`config.mk`:
```
export PLATFORM = sky130hd
export DESIGN_NAME = rgb_to_yuv420_converter
export DESIGN_NICKNAME = d
export VERILOG_FILES = /design/src/rtl/core/rgb2yuv_pkg.sv /design/src/rtl/core/rgb2yuv_raster.sv /design/src/rtl/core/rgb2yuv_matrix.sv /design/src/rtl/core/rgb_to_yuv420_converter.sv
export SDC_FILE = /design/constraint.sdc
export NUM_CORES = 1
export LEC_CHECK = 0
export ABC_AREA = 1
export BUFFER_PORTS_ARGS = -buffer_cell sky130_fd_sc_hd__buf_2
export CORE_AREA = 2 2 245 247
export DETAILED_ROUTE_END_ITERATION = 7
export DIE_AREA = 0 0 247 249
export MAX_ROUTING_LAYER = met4
export SLEW_MARGIN = 20
export SYNTH_ARGS = -nofsm -noshare
export SYNTH_HDL_FRONTEND = slang
export SYNTH_SLANG_ARGS = --single-unit
```
`constraint.sdc`:
```
create_clock -name clk -period 14.7 [get_ports clk]
set_input_delay 0.735 -clock clk [delete_from_list [all_inputs] [get_ports clk]]
set_output_delay 0.735 -clock clk [all_outputs]
set_load 0.1 [all_outputs]
```
`src/rtl/core/rgb2yuv_pkg.sv`:
```
// ----------------------------------------------------------------------------
// rgb2yuv_pkg
// Shared types, register codes and color matrix helper for the RGB to
// YUV 4:2:0 converter.
// ----------------------------------------------------------------------------
package rgb2yuv_pkg;

	// Register port and field widths
	localparam int CFG_W        = 13;
	localparam int LUMA_IDX_W   = 24;
	localparam int CHROMA_IDX_W = 22;
	localparam int SAMPLE_W     = 8;

	// Register indexes
	typedef enum logic [0:0] {
		REG_FRAME_WIDTH  = 1'b0,
		REG_FRAME_HEIGHT = 1'b1
	} cfg_reg_t;

	// Matrix coefficients (BT.601 studio range, 8-bit fraction)
	typedef logic signed [8:0] coef_t;

	localparam coef_t Y_R = 9'sd66;
	localparam coef_t Y_G = 9'sd129;
	localparam coef_t Y_B = 9'sd25;
	localparam coef_t U_R = -9'sd38;
	localparam coef_t U_G = -9'sd74;
	localparam coef_t U_B = 9'sd112;
	localparam coef_t V_R = 9'sd112;
	localparam coef_t V_G = -9'sd94;
	localparam coef_t V_B = -9'sd18;

	localparam logic [SAMPLE_W-1:0] LUMA_OFFSET   = 8'd16;
	localparam logic [SAMPLE_W-1:0] CHROMA_OFFSET = 8'd128;

	typedef struct packed {
		logic [SAMPLE_W-1:0] red;
		logic [SAMPLE_W-1:0] green;
		logic [SAMPLE_W-1:0] blue;
	} pixel_t;

	// Position info of one pixel, taken from the raster counters
	typedef struct packed {
		logic [LUMA_IDX_W-1:0]   luma_index;
		logic                    chroma_valid;
		logic [CHROMA_IDX_W-1:0] chroma_index;
		logic                    frame_end;
	} raster_pos_t;

	typedef struct packed {
		logic [SAMPLE_W-1:0]     luma;
		logic [LUMA_IDX_W-1:0]   luma_index;
		logic                    chroma_valid;
		logic [SAMPLE_W-1:0]     chroma_blue;
		logic [SAMPLE_W-1:0]     chroma_red;
		logic [CHROMA_IDX_W-1:0] chroma_index;
		logic                    frame_end;
	} result_t;

	// Weighted sum with rounding, floor shift by 8, plus offset (mod 256)
	function automatic logic [SAMPLE_W-1:0] weigh(
		input logic [SAMPLE_W-1:0] r,
		input logic [SAMPLE_W-1:0] g,
		input logic [SAMPLE_W-1:0] b,
		input coef_t               cr,
		input coef_t               cg,
		input coef_t               cb,
		input logic [SAMPLE_W-1:0] offset
	);
		logic signed [17:0] r_e;
		logic signed [17:0] g_e;
		logic signed [17:0] b_e;
		logic signed [17:0] sum;
		r_e = $signed({10'd0, r});
		g_e = $signed({10'd0, g});
		b_e = $signed({10'd0, b});
		sum = 18'(cr) * r_e + 18'(cg) * g_e + 18'(cb) * b_e + 18'sd128;
		return sum[15:8] + offset;
	endfunction

endpackage

```
`src/rtl/core/rgb2yuv_raster.sv`:
```
// ----------------------------------------------------------------------------
// rgb2yuv_raster
// Column, row and plane position counters for the pixel stream. Gives the
// position of the current pixel and advances on each accepted word.
// ----------------------------------------------------------------------------
module rgb2yuv_raster
	import rgb2yuv_pkg::*;
#(
	parameter int CNT_W = 12,
	parameter int DIM_W = 13
) (
	input  logic             clk,
	input  logic             arst_n,
	input  logic [DIM_W-1:0] width,
	input  logic [DIM_W-1:0] height,
	input  logic             advance,
	output raster_pos_t      pos
);

	logic [CNT_W-1:0]        col_q;
	logic [CNT_W-1:0]        row_q;
	logic [LUMA_IDX_W-1:0]   luma_q;
	logic [CHROMA_IDX_W-1:0] chroma_q;

	logic line_end;
	logic frame_last;
	logic chroma;

	// Decode line and frame end against the current dimensions
	always_comb begin
		chroma     = !col_q[0] && !row_q[0];
		line_end   = (DIM_W'(col_q) + DIM_W'(1)) >= width;
		frame_last = line_end && ((DIM_W'(row_q) + DIM_W'(1)) >= height);

		pos.luma_index   = luma_q;
		pos.chroma_valid = chroma;
		pos.chroma_index = chroma ? chroma_q : '0;
		pos.frame_end    = frame_last;
	end

	// Advance counters, clear at frame end
	always_ff @(posedge clk or negedge arst_n) begin
		if (!arst_n) begin
			col_q    <= '0;
			row_q    <= '0;
			luma_q   <= '0;
			chroma_q <= '0;
		end else if (advance) begin
			if (frame_last) begin
				col_q    <= '0;
				row_q    <= '0;
				luma_q   <= '0;
				chroma_q <= '0;
			end else begin
				luma_q <= luma_q + LUMA_IDX_W'(1);
				if (chroma) begin
					chroma_q <= chroma_q + CHROMA_IDX_W'(1);
				end
				if (line_end) begin
					col_q <= '0;
					row_q <= row_q + CNT_W'(1);
				end else begin
					col_q <= col_q + CNT_W'(1);
				end
			end
		end
	end

endmodule

```
`src/rtl/core/rgb2yuv_matrix.sv`:
```
// ----------------------------------------------------------------------------
// rgb2yuv_matrix
// BT.601 color matrix: forms Y for every pixel and U, V on chroma sites,
// and merges them with the pixel's plane positions into one result word.
// ----------------------------------------------------------------------------
module rgb2yuv_matrix
	import rgb2yuv_pkg::*;
(
	input  pixel_t      pixel,
	input  raster_pos_t pos,
	output result_t     result
);

	logic [SAMPLE_W-1:0] u_raw;
	logic [SAMPLE_W-1:0] v_raw;

	// Compute samples; zero chroma off the chroma sites
	always_comb begin
		u_raw = weigh(pixel.red, pixel.green, pixel.blue, U_R, U_G, U_B, CHROMA_OFFSET);
		v_raw = weigh(pixel.red, pixel.green, pixel.blue, V_R, V_G, V_B, CHROMA_OFFSET);

		result.luma         = weigh(pixel.red, pixel.green, pixel.blue,
		                            Y_R, Y_G, Y_B, LUMA_OFFSET);
		result.luma_index   = pos.luma_index;
		result.chroma_valid = pos.chroma_valid;
		result.chroma_blue  = pos.chroma_valid ? u_raw : '0;
		result.chroma_red   = pos.chroma_valid ? v_raw : '0;
		result.chroma_index = pos.chroma_index;
		result.frame_end    = pos.frame_end;
	end

endmodule

```
`src/rtl/core/rgb_to_yuv420_converter.sv`:
```
// ----------------------------------------------------------------------------
// rgb_to_yuv420_converter
// Streaming RGB24 to YUV 4:2:0 converter, BT.601 studio range.
// ----------------------------------------------------------------------------
// Takes one RGB pixel per clock in raster order, unless result_ready holds it
// off, and returns one result word per pixel: Y with its luma plane index, and
// on even row and even column also U and V (from the top-left pixel of each
// 2x2 block) with their chroma plane index; frame_end marks the last pixel of
// the frame. Each pixel passes an input register, then a result register
// behind the color matrix; throughput is one pixel per clock with no bubbles
// while result_ready stays high. frame_width and frame_height are saturated to
// 2..MAX_DIMENSION and rounded down to even when written; write them only
// while the block is idle.
// ----------------------------------------------------------------------------
module rgb_to_yuv420_converter
	import rgb2yuv_pkg::*;
#(
	parameter int MAX_DIMENSION = 4096
) (
	input  logic                    clk,
	input  logic                    arst_n,

	input  logic                    cfg_write,
	input  logic [0:0]              cfg_index,
	input  logic [CFG_W-1:0]        cfg_data,

	input  logic                    pixel_valid,
	output logic                    pixel_ready,
	input  logic [SAMPLE_W-1:0]     red,
	input  logic [SAMPLE_W-1:0]     green,
	input  logic [SAMPLE_W-1:0]     blue,

	output logic                    result_valid,
	input  logic                    result_ready,
	output logic [SAMPLE_W-1:0]     luma,
	output logic [LUMA_IDX_W-1:0]   luma_index,
	output logic                    chroma_valid,
	output logic [SAMPLE_W-1:0]     chroma_blue,
	output logic [SAMPLE_W-1:0]     chroma_red,
	output logic [CHROMA_IDX_W-1:0] chroma_index,
	output logic                    frame_end
);

	localparam int CNT_W = (MAX_DIMENSION > 2) ? $clog2(MAX_DIMENSION) : 1;
	localparam int DIM_W = $clog2(MAX_DIMENSION + 1);
	localparam int CMP_W = (DIM_W > CFG_W) ? DIM_W : CFG_W;
	localparam logic [CFG_W-1:0] DIM_RESET = 13'd256;

	// Saturate a written dimension to 2..MAX_DIMENSION, then round to even
	function automatic logic [DIM_W-1:0] effective_dim(input logic [CFG_W-1:0] raw);
		logic [CMP_W-1:0] d;
		d = CMP_W'(raw);
		if (d < CMP_W'(2)) begin
			d = CMP_W'(2);
		end
		if (d > CMP_W'(MAX_DIMENSION)) begin
			d = CMP_W'(MAX_DIMENSION);
		end
		d[0] = 1'b0;
		return DIM_W'(d);
	endfunction

	logic [DIM_W-1:0] width_q;
	logic [DIM_W-1:0] height_q;

	logic        pixel_accept;
	logic        ready_s2;
	logic        valid_s1;
	pixel_t      pixel_s1;
	raster_pos_t pos_s1;
	raster_pos_t pos_cur;
	result_t     result_c;
	logic        valid_s2;
	result_t     result_s2;

	// Hold effective dimensions
	always_ff @(posedge clk or negedge arst_n) begin
		if (!arst_n) begin
			width_q  <= effective_dim(DIM_RESET);
			height_q <= effective_dim(DIM_RESET);
		end else if (cfg_write) begin
			unique case (cfg_reg_t'(cfg_index))
				REG_FRAME_WIDTH:  width_q  <= effective_dim(cfg_data);
				REG_FRAME_HEIGHT: height_q <= effective_dim(cfg_data);
			endcase
		end
	end

	// Pipeline flow control
	assign ready_s2     = !valid_s2 || result_ready;
	assign pixel_ready  = !valid_s1 || ready_s2;
	assign pixel_accept = pixel_valid && pixel_ready;

	rgb2yuv_raster #(
		.CNT_W (CNT_W),
		.DIM_W (DIM_W)
	) u_raster (
		.clk     (clk),
		.arst_n  (arst_n),
		.width   (width_q),
		.height  (height_q),
		.advance (pixel_accept),
		.pos     (pos_cur)
	);

	// Stage 1: capture pixel and its position
	always_ff @(posedge clk or negedge arst_n) begin
		if (!arst_n) begin
			valid_s1 <= 1'b0;
		end else if (pixel_ready) begin
			valid_s1 <= pixel_valid;
		end
	end

	always_ff @(posedge clk) begin
		if (pixel_accept) begin
			pixel_s1 <= '{red: red, green: green, blue: blue};
			pos_s1   <= pos_cur;
		end
	end

	rgb2yuv_matrix u_matrix (
		.pixel  (pixel_s1),
		.pos    (pos_s1),
		.result (result_c)
	);

	// Stage 2: result register
	always_ff @(posedge clk or negedge arst_n) begin
		if (!arst_n) begin
			valid_s2 <= 1'b0;
		end else if (ready_s2) begin
			valid_s2 <= valid_s1;
		end
	end

	always_ff @(posedge clk) begin
		if (ready_s2 && valid_s1) begin
			result_s2 <= result_c;
		end
	end

	// Drive result ports
	assign result_valid = valid_s2;
	assign luma         = result_s2.luma;
	assign luma_index   = result_s2.luma_index;
	assign chroma_valid = result_s2.chroma_valid;
	assign chroma_blue  = result_s2.chroma_blue;
	assign chroma_red   = result_s2.chroma_red;
	assign chroma_index = result_s2.chroma_index;
	assign frame_end    = result_s2.frame_end;

endmodule

```
==> results.toml, run 1 <==
[outcome]
status = "finished, final reports clean"

[logic_synthesis]
synthArstFlopShare_pct = 40.00
synth_xor_area_share_pct = 4.673
synth_top_family_by_area = "adder cells"
synth-seq-area-share_pct = 33.87
yosys.area.top_type = "edfxtp_1"
synth-simple-area-share_pct = 17.26
synth_mux_area_share_pct = 0
synth_area_leaders = "edfxtp_1, ha_1, dfrtp_1"
synth_compound_area_share_pct = 6.241
synth_fa_ha_area_share_pct = 29.44
yosysTopAreaCellShare_pct = 21.77
synth_area_mm2 = 0.01987
synth.avg_cell_area_um2 = 9.055
synthMostInstantiatedCell = "inv_1"
synth_edf_count = 144
synthTopCellsByCount = "inv_1, nand2_1, ha_1"
synthFlopType = "edfxtp_1"
synth_nets = 2645
synth_cell_types = 52
yosys_warnings = 0
synth_cells = 2194
ys_ff_latch = 240

[global_route]
grt_pass1_vias = 15270
grt_max_degree = 85
grt-ovfl-total = 0
antenna_found_initial = 0
grt_pass1_wl_um = 80100
grt_use_total_pct = 16.58

[worst_setup_path]
required_ns = 15.01
r2r_start = "pixel_s1[12]"
end_kind = "flip-flop"
r2r_slack_ns = 8.53
reg2reg_depth = 27
crit_path_start_kind = "flip-flop"
critPathMaxFanout = 8
cp.arrival_ns = 6.48
rr_endpoint = "chroma_blue[6]"
worstSetupPathType = "reg -> reg"

[final_layout]
fin_util_pct = 37.93
fin_nets = 2770
final_area_mm2 = 0.02226
instances_no_fill = 3114
drive_gt1_share_pct = 8.501
fill_cells = 5866
diodes = 0
syn2layout_area_growth_pct = 12.04

[floorplanning]
start_util_pct = 33.85
pin_count = 117
core_mm2 = 0.05869
fp.dieW_um = 247
die_y_um = 249
die_area_mm2 = 0.06150
core.rowCount = 89

[clocking]
cts_resized = 0
cts_buffers = 28
cts-root-buf = "clkbuf_16"
clock_sinks = 240
htree_levels = 1
clk_pin_slew_worst_paths_ns = 0.07
clk-insertion-delay-late_ns = 0.57
cts_tree = "built"
cts_max_path_buffers = 3

[sta]
rsz0062_at_grt = "false"
fmax_mhz = 162.2
finalHoldViolCount = 0
worstMarginPinSlew_ns = 0.8582
fin_crit_ns = 6.167
fin_crit_sh_pct = 41.95
drv_slew = 0
tns_ns = 0
setup_viol = 0
slew_headroom_pct = 42.78
skew_ns = 0.02410

[detailed_routing]
via_per_inst = 4.795
wl_per_cell_um = 15.71
route.final.wire_length_um = 48920
num_vias = 14930
drt_iter0_drc = 836
route.detailed.drc = 0
drtAntennaViolNets = 0
dr.pass1.iters = 5

[hold_path]
hold_depth = 1
hold_end = "pixel_s1[8]"
min_from = "green[0]"
hp-class = "in -> reg"

[job]
drv_cap = 0

[place]
numPortBuffers = 116
post_dp_cell_area_mm2 = 0.02132
gp_congestion = 0.9665
dpl.hpwl_um = 38790
dp_cells = 3060
[layout make-up]
class | instances | area [um^2] | share of cell area, %
Clock inverter | 14 | 102.6 | 0.4609
Tap cell | 773 | 967.2 | 4.345
Inverter | 412 | 1549 | 6.959
Timing Repair Buffer | 122 | 654.4 | 2.940
Clock buffer | 38 | 799.5 | 3.592
Sequential cell | 240 | 6729 | 30.23
Multi-Input combinational cell | 1515 | 11460 | 51.47
[metal layers]
| metal | global-route usage [%] | part of all wire, % | vias to the layer above | wire length (um) |
|---|---|---|---|---|
| li1 | - | - | 7458 | - |
| met1 | 21.51 | 46 | 7143 | 22300 |
| met2 | 27.92 | 49 | 279 | 23810 |
| met3 | 1.950 | 4.1 | 52 | 2007 |
| met4 | 3.115 | 1.6 | 0 | 803 |
| met5 | - | 0 | - | 0 |
[kinds of logic (layout without fill, tap and decap cells)]
kind of cell	Yosys count	count (layout)
AOI/OAI and AO/OA	227	227
xor gates and xnor gates	106	106
adders and majority gates	408	408
buffers and inverters	439	586
DFF	240	240
and+or+nand+nor	774	774
[placed cells by master, fill, tap and decap left out, drive strengths merged, types with 12 or more instances in the layout]
master  instances
o21ai          81
nand3         125
nor2          156
nand4          54
dfrtp          94
nor3           30
inv           412
a21oi         103
xnor2          28
clkinv         12
ha            309
clkbuf         38
nand2         389
buf           121
edfxtp        144
xor2           78
fa             99
[sequential cells by signal (all words and copies together), names as in the netlist, 12 cells and up]
name and count:
pos_s1 48, pixel_s1 24, height_q 12, u_raster.luma_q 24, chroma_index 22, width_q 12
u_raster.row_q 12, u_raster.chroma_q 22, luma_index 24, u_raster.col_q 12
[stage by stage]
stage | hold WS (ns) | setup WS (ns)
6_report | 0.3381 | 8.533
5_1_grt | 0.3074 | 8.197
4_1_cts | 0.3059 | 8.608
3_5_place_dp | 0.4045 | 8.636
3_3_place_gp | 0.4030 | 8.707
2_1_floorplan | 0.4003 | 9.175
[what timing repair did]
item                                   4_1_cts  5_1_grt
endpoints found under the hold margin        4        0
buffers inserted                             0        0
hold buffers                                 1        0
[worst max-delay path by stage]
stage | startpoint | endpoint | slack, ns
floorplan | pixel_s1[18] | chroma_blue[5] | 9.18
global placement | pixel_s1[12] | chroma_blue[6] | 8.71
detailed placement | pixel_s1[12] | chroma_blue[6] | 8.64
CTS | pixel_s1[12] | chroma_blue[6] | 8.61
global route | pixel_s1[12] | chroma_blue[7] | 8.20
finish | pixel_s1[12] | chroma_blue[6] | 8.53
[critical path, stage by stage, from the launching register on]
cell and delay (ns):
edfxtp_1 0.61, inv_1 0.10, ha_1 0.34, inv_1 0.14, fa_1 0.47, fa_1 0.55
inv_1 0.05, fa_1 0.52, inv_1 0.04, ha_1 0.36, nand2_1 0.10, nand2_1 0.07
nand2_1 0.07, nand2_1 0.06, a21oi_1 0.24, xor2_1 0.14, fa_1 0.52, inv_1 0.05
ha_1 0.29, ha_1 0.35, inv_1 0.12, o21ai_0 0.12, a21oi_1 0.16, o21bai_1 0.07
a21oi_1 0.18, nand3_1 0.10, nand2_1 0.06, nor2_1 0.04
Power of run 1 is left out: the tool's default activity adds up to more than one toggle a clock period on the data nets, which glitch-free logic cannot reach.
==> inputs of run 2 (changes only) <==
--- a/config.mk
+++ b/config.mk
@@ -5,11 +5,11 @@
 export SDC_FILE = /design/constraint.sdc
 export NUM_CORES = 1
 export LEC_CHECK = 0
-export ABC_AREA = 1
+export ABC_AREA = 0
 export BUFFER_PORTS_ARGS = -buffer_cell sky130_fd_sc_hd__buf_2
-export CORE_AREA = 2 2 245 247
+export CORE_AREA = 2 2 235 237
 export DETAILED_ROUTE_END_ITERATION = 7
-export DIE_AREA = 0 0 247 249
+export DIE_AREA = 0 0 237 239
 export MAX_ROUTING_LAYER = met4
 export SLEW_MARGIN = 20
 export SYNTH_ARGS = -nofsm -noshare
==> constraint.sdc (replaced) <==
create_clock -name clk -period 6.05 [get_ports clk]
set_input_delay 0.3025 -clock clk [delete_from_list [all_inputs] [get_ports clk]]
set_output_delay 0.3025 -clock clk [all_outputs]
set_load 0.1 [all_outputs]
==> run 2 against run 1 <==
Effect of this change: register-to-register slack worse by 8.3 ns; sequential cell count unchanged; die area shrank 7.9%; core utilization increased by 1.6 points; count of clock-buffer cells in the layout is the same; first-iteration DRC count shrank 31%; synthesized area down 8.0%; cell count shrank 16%; sequential share of layout area grew 1.1 points; routed wire length fell by 17%; clock skew shrank 0.0095 ns.
==> results.toml, run 2 <==
[power_and_ir_drop]
p_sw_mw = 5.729
p_int_mw = 6.842
switching_share_pct = 45.58
clock_power_share_pct = 13.7
fin_total_pwr_mw = 12.57
p_per_area_mw_per_mm2 = 585.9
pwr-share-seq_pct = 19.0
p_comb_share_pct = 67.3
p_leak_nw = 10.24
max-vdd-ir-drop_uv = 720.3

[worst_setup_path]
r2r_slack_ns = 0.20
required_ns = 6.38
reg2reg_depth = 22
critPathMaxFanout = 4
crit_path_start_kind = "flip-flop"
rr_endpoint = "chroma_blue[6]"
cp.arrival_ns = 6.18
end_kind = "flip-flop"
r2r_start = "pixel_s1[12]"
worstSetupPathType = "reg -> reg"

[detailed_routing]
num_vias = 12410
drtAntennaViolNets = 0
via_per_inst = 4.758
drt_iter0_drc = 576
route.final.wire_length_um = 40840
route.detailed.drc = 0
dr.pass1.iters = 4
wl_per_cell_um = 15.66

[logic_synthesis]
synth_area_mm2 = 0.01827
synth_area_leaders = "edfxtp_1, ha_1, dfrtp_1"
ys_ff_latch = 240
synthTopCellsByCount = "ha_1, inv_1, edfxtp_1"
synth_cells = 1675
synth-seq-area-share_pct = 36.83
yosys_warnings = 0
yosys.area.top_type = "edfxtp_1"
synth.avg_cell_area_um2 = 10.91
yosysTopAreaCellShare_pct = 23.66
synthFlopType = "edfxtp_1"
synth_nets = 2126
synth_cell_types = 64
synth_edf_count = 144
synthMostInstantiatedCell = "ha_1"
synthArstFlopShare_pct = 40.00

[final_layout]
fin_util_pct = 39.48
final_area_mm2 = 0.02146
register_area_mm2 = 0.006729
largest_register_ffs = 48
fill_cells = 5223
fin_nets = 2331
mostFrequentLayoutCells = "ha_1, inv_1, edfxtp_1"
instances_no_fill = 2608
top_register = "pos_s1"
multi_input_area_mm2 = 0.01075
drive_gt1_share_pct = 14.20
final_common_cell = "ha_1"
syn2layout_area_growth_pct = 17.42

[place]
numPortBuffers = 116
post_dp_cell_area_mm2 = 0.01989
dpl.hpwl_um = 31530
gp_congestion = 0.8663
dp_cells = 2510
place_ws_ns = -0.2325

[floorplanning]
core.rowCount = 86
start_util_pct = 33.63
die_area_mm2 = 0.05664
fp.dieW_um = 237
die_y_um = 239
pin_count = 117
core_mm2 = 0.05434

[sta]
slew_headroom_pct = 29.63
tns_ns = 0
fin_ws_ns = 0.1978
worstMarginPinSlew_ns = 1.053
fmax_mhz = 170.9
drv_slew = 0
setup_viol = 0
fin_crit_sh_pct = 96.73
finalHoldViolCount = 0
fin_crit_ns = 5.852
skew_ns = 0.01462
whs_ns = 0.03515

[hold_path]
hold_depth = 3
min_from = "cfg_data[9]"
hp-class = "in -> reg"
hold_end = "height_q[9]"

[clocking]
cts_max_path_buffers = 3
cts-root-buf = "clkbuf_16"
cts_buffers = 28
cts_tree = "built"
htree_levels = 1
clk_pin_slew_worst_paths_ns = 0.07
clock_sinks = 240
clk-insertion-delay-late_ns = 0.58

[global_route]
grt_most_used_layer = "met2"
grt_use_total_pct = 15.05
use_met3_pct = 2.644
grt_max_degree = 68
antenna_found_initial = 2
grt-ovfl-total = 0
grt_pass1_vias = 12730
use_met2_pct = 25.34
grt_pass1_wl_um = 65850
grt_use_met1_pct = 18.69

[outcome]
status = "finished, final reports clean"

[job]
drv_cap = 0
-- run 2: timing repair --
item                                    4_1_cts  5_1_grt
setup buffers                                 5       12
gates resized for setup                       2       46
pin swaps                                     1       21
hold endpoints to repair                     57        0
endpoints found under the setup margin        2       10
hold buffers                                 28        0
-- run 2: worst max-delay path, cell delays in order, from the launching register on --
cell	delay (ns)
edfxtp_1	0.50
ha_4	0.32
inv_1	0.06
fa_1	0.50
fa_1	0.52
fa_1	0.54
inv_1	0.04
ha_1	0.33
or2_2	0.28
a21oi_1	0.14
inv_1	0.07
nand2_1	0.10
xor2_2	0.08
fa_1	0.51
inv_1	0.04
ha_1	0.32
ha_4	0.27
a21oi_2	0.13
nand2_1	0.07
a41o_1	0.26
a21o_1	0.20
a211oi_1	0.25
nor2_1	0.07
-- run 2: cells by family (layout without fill, tap and decap cells) --
| group | Yosys count | after routing | share of synthesized area [%] |
|---|---|---|---|
| muxes | 6 | 6 | 0.3561 |
| adders and majority gates | 408 | 408 | 32.00 |
| AOI/OAI and AO/OA | 228 | 228 | 7.710 |
| DFF | 240 | 240 | 36.83 |
| and+or+nand+nor | 388 | 388 | 10.70 |
| other | 0 | 2 | 0 |
| buffers and inverters | 263 | 490 | 5.594 |
| xor gates and xnor gates | 142 | 142 | 6.806 |
-- run 2: area by class of cell --
| class | instances | area share (%) |
|---|---|---|
| Sequential cell | 240 | 31.36 |
| Multi-Input combinational cell | 1172 | 50.09 |
| Antenna cell | 2 | 0.02333 |
| Clock inverter | 14 | 0.7814 |
| Inverter | 245 | 4.298 |
| Tap cell | 704 | 4.105 |
| Clock buffer | 38 | 3.581 |
| Timing Repair Buffer | 193 | 5.756 |
-- run 2: power by group through the flow --
stage	sequential (mW)	combinational, mW	clock [mW]
2_1_floorplan	3.20	5.35	0
3_3_place_gp	2.42	7.70	0
3_5_place_dp	2.42	7.87	0
4_1_cts	2.40	7.99	1.79
5_1_grt	2.42	9.62	1.86
6_report	2.39	8.46	1.72
-- run 2: worst max-delay path by stage --
stage                      start             end  slack, ns
global route        pixel_s1[12]  chroma_blue[7]      -0.04
finish              pixel_s1[12]  chroma_blue[6]       0.20
detailed placement   pixel_s1[3]   chroma_red[7]      -0.23
floorplan           pixel_s1[18]  chroma_blue[7]       0.28
CTS                 pixel_s1[12]  chroma_blue[7]       0.01
global placement     pixel_s1[3]   chroma_red[7]      -0.15
-- run 2: metal layers --
layer,routed length (um),vias up
met2,19880,199
met5,0,-
met4,958,0
li1,-,6120
met3,1794,55
met1,18210,6036
No activity file was read; power rests on OpenSTA's default activity.
==> inputs of run 3 (changes only) <==
--- a/config.mk
+++ b/config.mk
@@ -7,11 +7,12 @@
 export LEC_CHECK = 0
 export ABC_AREA = 0
 export BUFFER_PORTS_ARGS = -buffer_cell sky130_fd_sc_hd__buf_2
-export CORE_AREA = 2 2 235 237
+export CORE_AREA = 2 2 239 241
 export DETAILED_ROUTE_END_ITERATION = 7
-export DIE_AREA = 0 0 237 239
+export DIE_AREA = 0 0 241 243
 export MAX_ROUTING_LAYER = met4
 export SLEW_MARGIN = 20
 export SYNTH_ARGS = -nofsm -noshare
 export SYNTH_HDL_FRONTEND = slang
+export SYNTH_HIERARCHICAL = 1
 export SYNTH_SLANG_ARGS = --single-unit
==> run 3 against run 2 <==
Effect of this change: global-route usage increased by 0.80 points; non-clock buffer count increased by 46; critical path type unchanged; fmax hardly changed.
==> results.toml, run 3 <==
[outcome]
status = "finished, final reports clean"

[place]
dpl.hpwl_um = 33860
numPortBuffers = 116
place_ws_ns = -0.2325
dp_cells = 2593
gp_congestion = 0.8835

[worst_setup_path]
end_kind = "flip-flop"
cp_top_family = "adder cells"
required_ns = 6.36
critPathMaxFanout = 6
crit_cells = 24
r2r_start = "pixel_s1[12]"
crit_path_top_delay_cell = "edfxtp_1"
path_cells = "inv_2, ha_4, fa_1, inv_2, fa_1, inv_1, fa_1, inv_2, ha_4, a21boi_2, o21ai_2, a21oi_2, o21ai_2, buf_4, buf_4, a21o_1, o311ai_2, fa_1, ha_1, ha_4, a21o_2, a31o_1, xnor3_1, and2_4"
r2r_slack_ns = 0.19
endpoint = "chroma_blue[7]"
crit_top_cell = "fa_1"
path_buf_inv = 6
slowest_delay_ns = 0.52
rr_endpoint = "chroma_blue[7]"
crit_path_start = "pixel_s1[12]"
reg2reg_depth = 24
crit_path_start_kind = "flip-flop"
cp.arrival_ns = 6.17
worstSetupPathType = "reg -> reg"

[global_route]
grt_use_total_pct = 15.85
grt_max_degree = 79
grt-ovfl-total = 0
grt_pass1_wl_um = 71660
antenna_found_initial = 1
grt_pass1_vias = 13490

[final_layout]
instances_no_fill = 2697
mostFrequentLayoutCells = "ha_1, inv_1, edfxtp_1"
final_common_cell = "ha_1"
largest_register_ffs = 48
top_register = "pos_s1"
syn2layout_area_growth_pct = 17.89
fin_nets = 2375
drive_gt1_share_pct = 18.30

[detailed_routing]
wl_per_cell_um = 16.44
via_per_inst = 4.767
route.final.wire_length_um = 44350
drt_iter0_drc = 493
route.detailed.drc = 0
dr.pass1.iters = 4
num_vias = 12860
drtAntennaViolNets = 0

[clocking]
clk-insertion-delay-late_ns = 0.58
clock_sinks = 240
cts_buffers = 28
htree_levels = 1
cts-root-buf = "clkbuf_16"
clk_pin_slew_worst_paths_ns = 0.06
cts_max_path_buffers = 3
cts_tree = "built"

[floorplanning]
core_mm2 = 0.05595
die_area_mm2 = 0.05856
pin_count = 117
core.rowCount = 87
start_util_pct = 33.73
die_y_um = 243
fp.dieW_um = 241

[logic_synthesis]
synth_cells = 1726
synth_cell_types = 81
synthTopCellsByCount = "ha_1, inv_1, edfxtp_1"
synthArstFlopShare_pct = 40.00
synth_area_leaders = "edfxtp_1, ha_1, dfrtp_1"
yosys.area.top_type = "edfxtp_1"
synth_area_mm2 = 0.01887
ys_ff_latch = 240
synth_edf_count = 144
yosys_warnings = 6
yosysTopAreaCellShare_pct = 22.91
synth.avg_cell_area_um2 = 10.93
synthMostInstantiatedCell = "ha_1"
synthFlopType = "edfxtp_1"
synth-seq-area-share_pct = 35.66

[sta]
finalHoldViolCount = 0
fin_ws_ns = 0.1921
fmax_mhz = 170.7
slew_headroom_pct = 39.52
rsz0062_at_grt = "true"
fin_crit_sh_pct = 96.83
fin_crit_ns = 5.858
drv_slew = 0
setup_viol = 0
skew_ns = 0.03259
worstMarginPinSlew_ns = 0.9043
whs_ns = 0.06714

[job]
drv_cap = 0

[hold_path]
hp-class = "in -> reg"
min_from = "cfg_data[3]"
-- run 3: changes by cell type after synthesis, sizes merged, moves of 15 or more --
| cell | previous run | this run |
|---|---|---|
| a21oi | 57 | 72 |
| buf | 6 | 63 |
| and3 | 28 | 6 |
| inv | 244 | 267 |
| nand2 | 97 | 81 |
| xor2 | 59 | 42 |
| o21ai | 88 | 63 |
| a22o | 0 | 18 |
-- run 3: cells by family after synthesis --
logic type | synth area share, %
fa+ha+maj | 31.60
xor+xnor | 5.318
mux | 0.6962
compound gates | 9.541
other cells | 0.01987
flops | 35.66
buf+inv | 7.923
simple gates | 9.243
-- run 3: worst min path at each step --
stage / endpoint / slack (ns) / cells past startpoint
6_report: height_q[3] / 0.07 / 3
5_1_grt: height_q[3] / 0.04 / 3
4_1_cts: height_q[3] / 0.02 / 3
3_5_place_dp: u_raster/luma_q[18] / 0.20 / 1
3_3_place_gp: u_raster/luma_q[18] / 0.19 / 1
2_1_floorplan: height_q[10] / 0.007 / 0
-- run 3: area by class of cell --
class                   count  area, um^2
repair buffers            239        1600
fillers                  5464       33700
well taps                 756       945.9
flip-flops and latches    240        6729
diodes                      1       2.502
inverters                 267        1002
clock inverters            16       132.6
multi-input cells        1143       11100
clock buffers              35       737.0
-- run 3: metrics by stage --
| step | cell area [um^2] | TNS (ns) | util [%] |
|---|---|---|---|
| finish | 22250 | 0 | 39.76 |
| global route | 22250 | -0.03087 | 39.76 |
| CTS | 21770 | 0 | 38.92 |
| detailed placement | 20510 | -0.2672 | 36.65 |
| global placement | 20510 | -0.2271 | 36.65 |
| floorplan | 18910 | 0 | - |
-- run 3: tightest hold or removal path: stages --
cell and delay [ns]:
buf_2 0.12, mux2i_1 0.07, a21oi_1 0.10
-- run 3: repair_timing --
action | in CTS | in global routing
hold buffers | 30 | 0
endpoints found under the setup margin | 2 | 9
resized for setup | 17 | 59
setup buffers | 2 | 20
pin swaps | 25 | 38
cloned | 0 | 0
hold endpoints to repair | 47 | 0
-- run 3: metal layers --
metal / vias up / wire [um] / global-route usage, %
met5: - / 0 / -
met4: 0 / 1626 / 5.156
met3: 69 / 1595 / 2.172
met2: 214 / 21910 / 27.02
met1: 6309 / 19220 / 19.24
li1: 6264 / - / -
Power of run 3 is left out for the same reason.
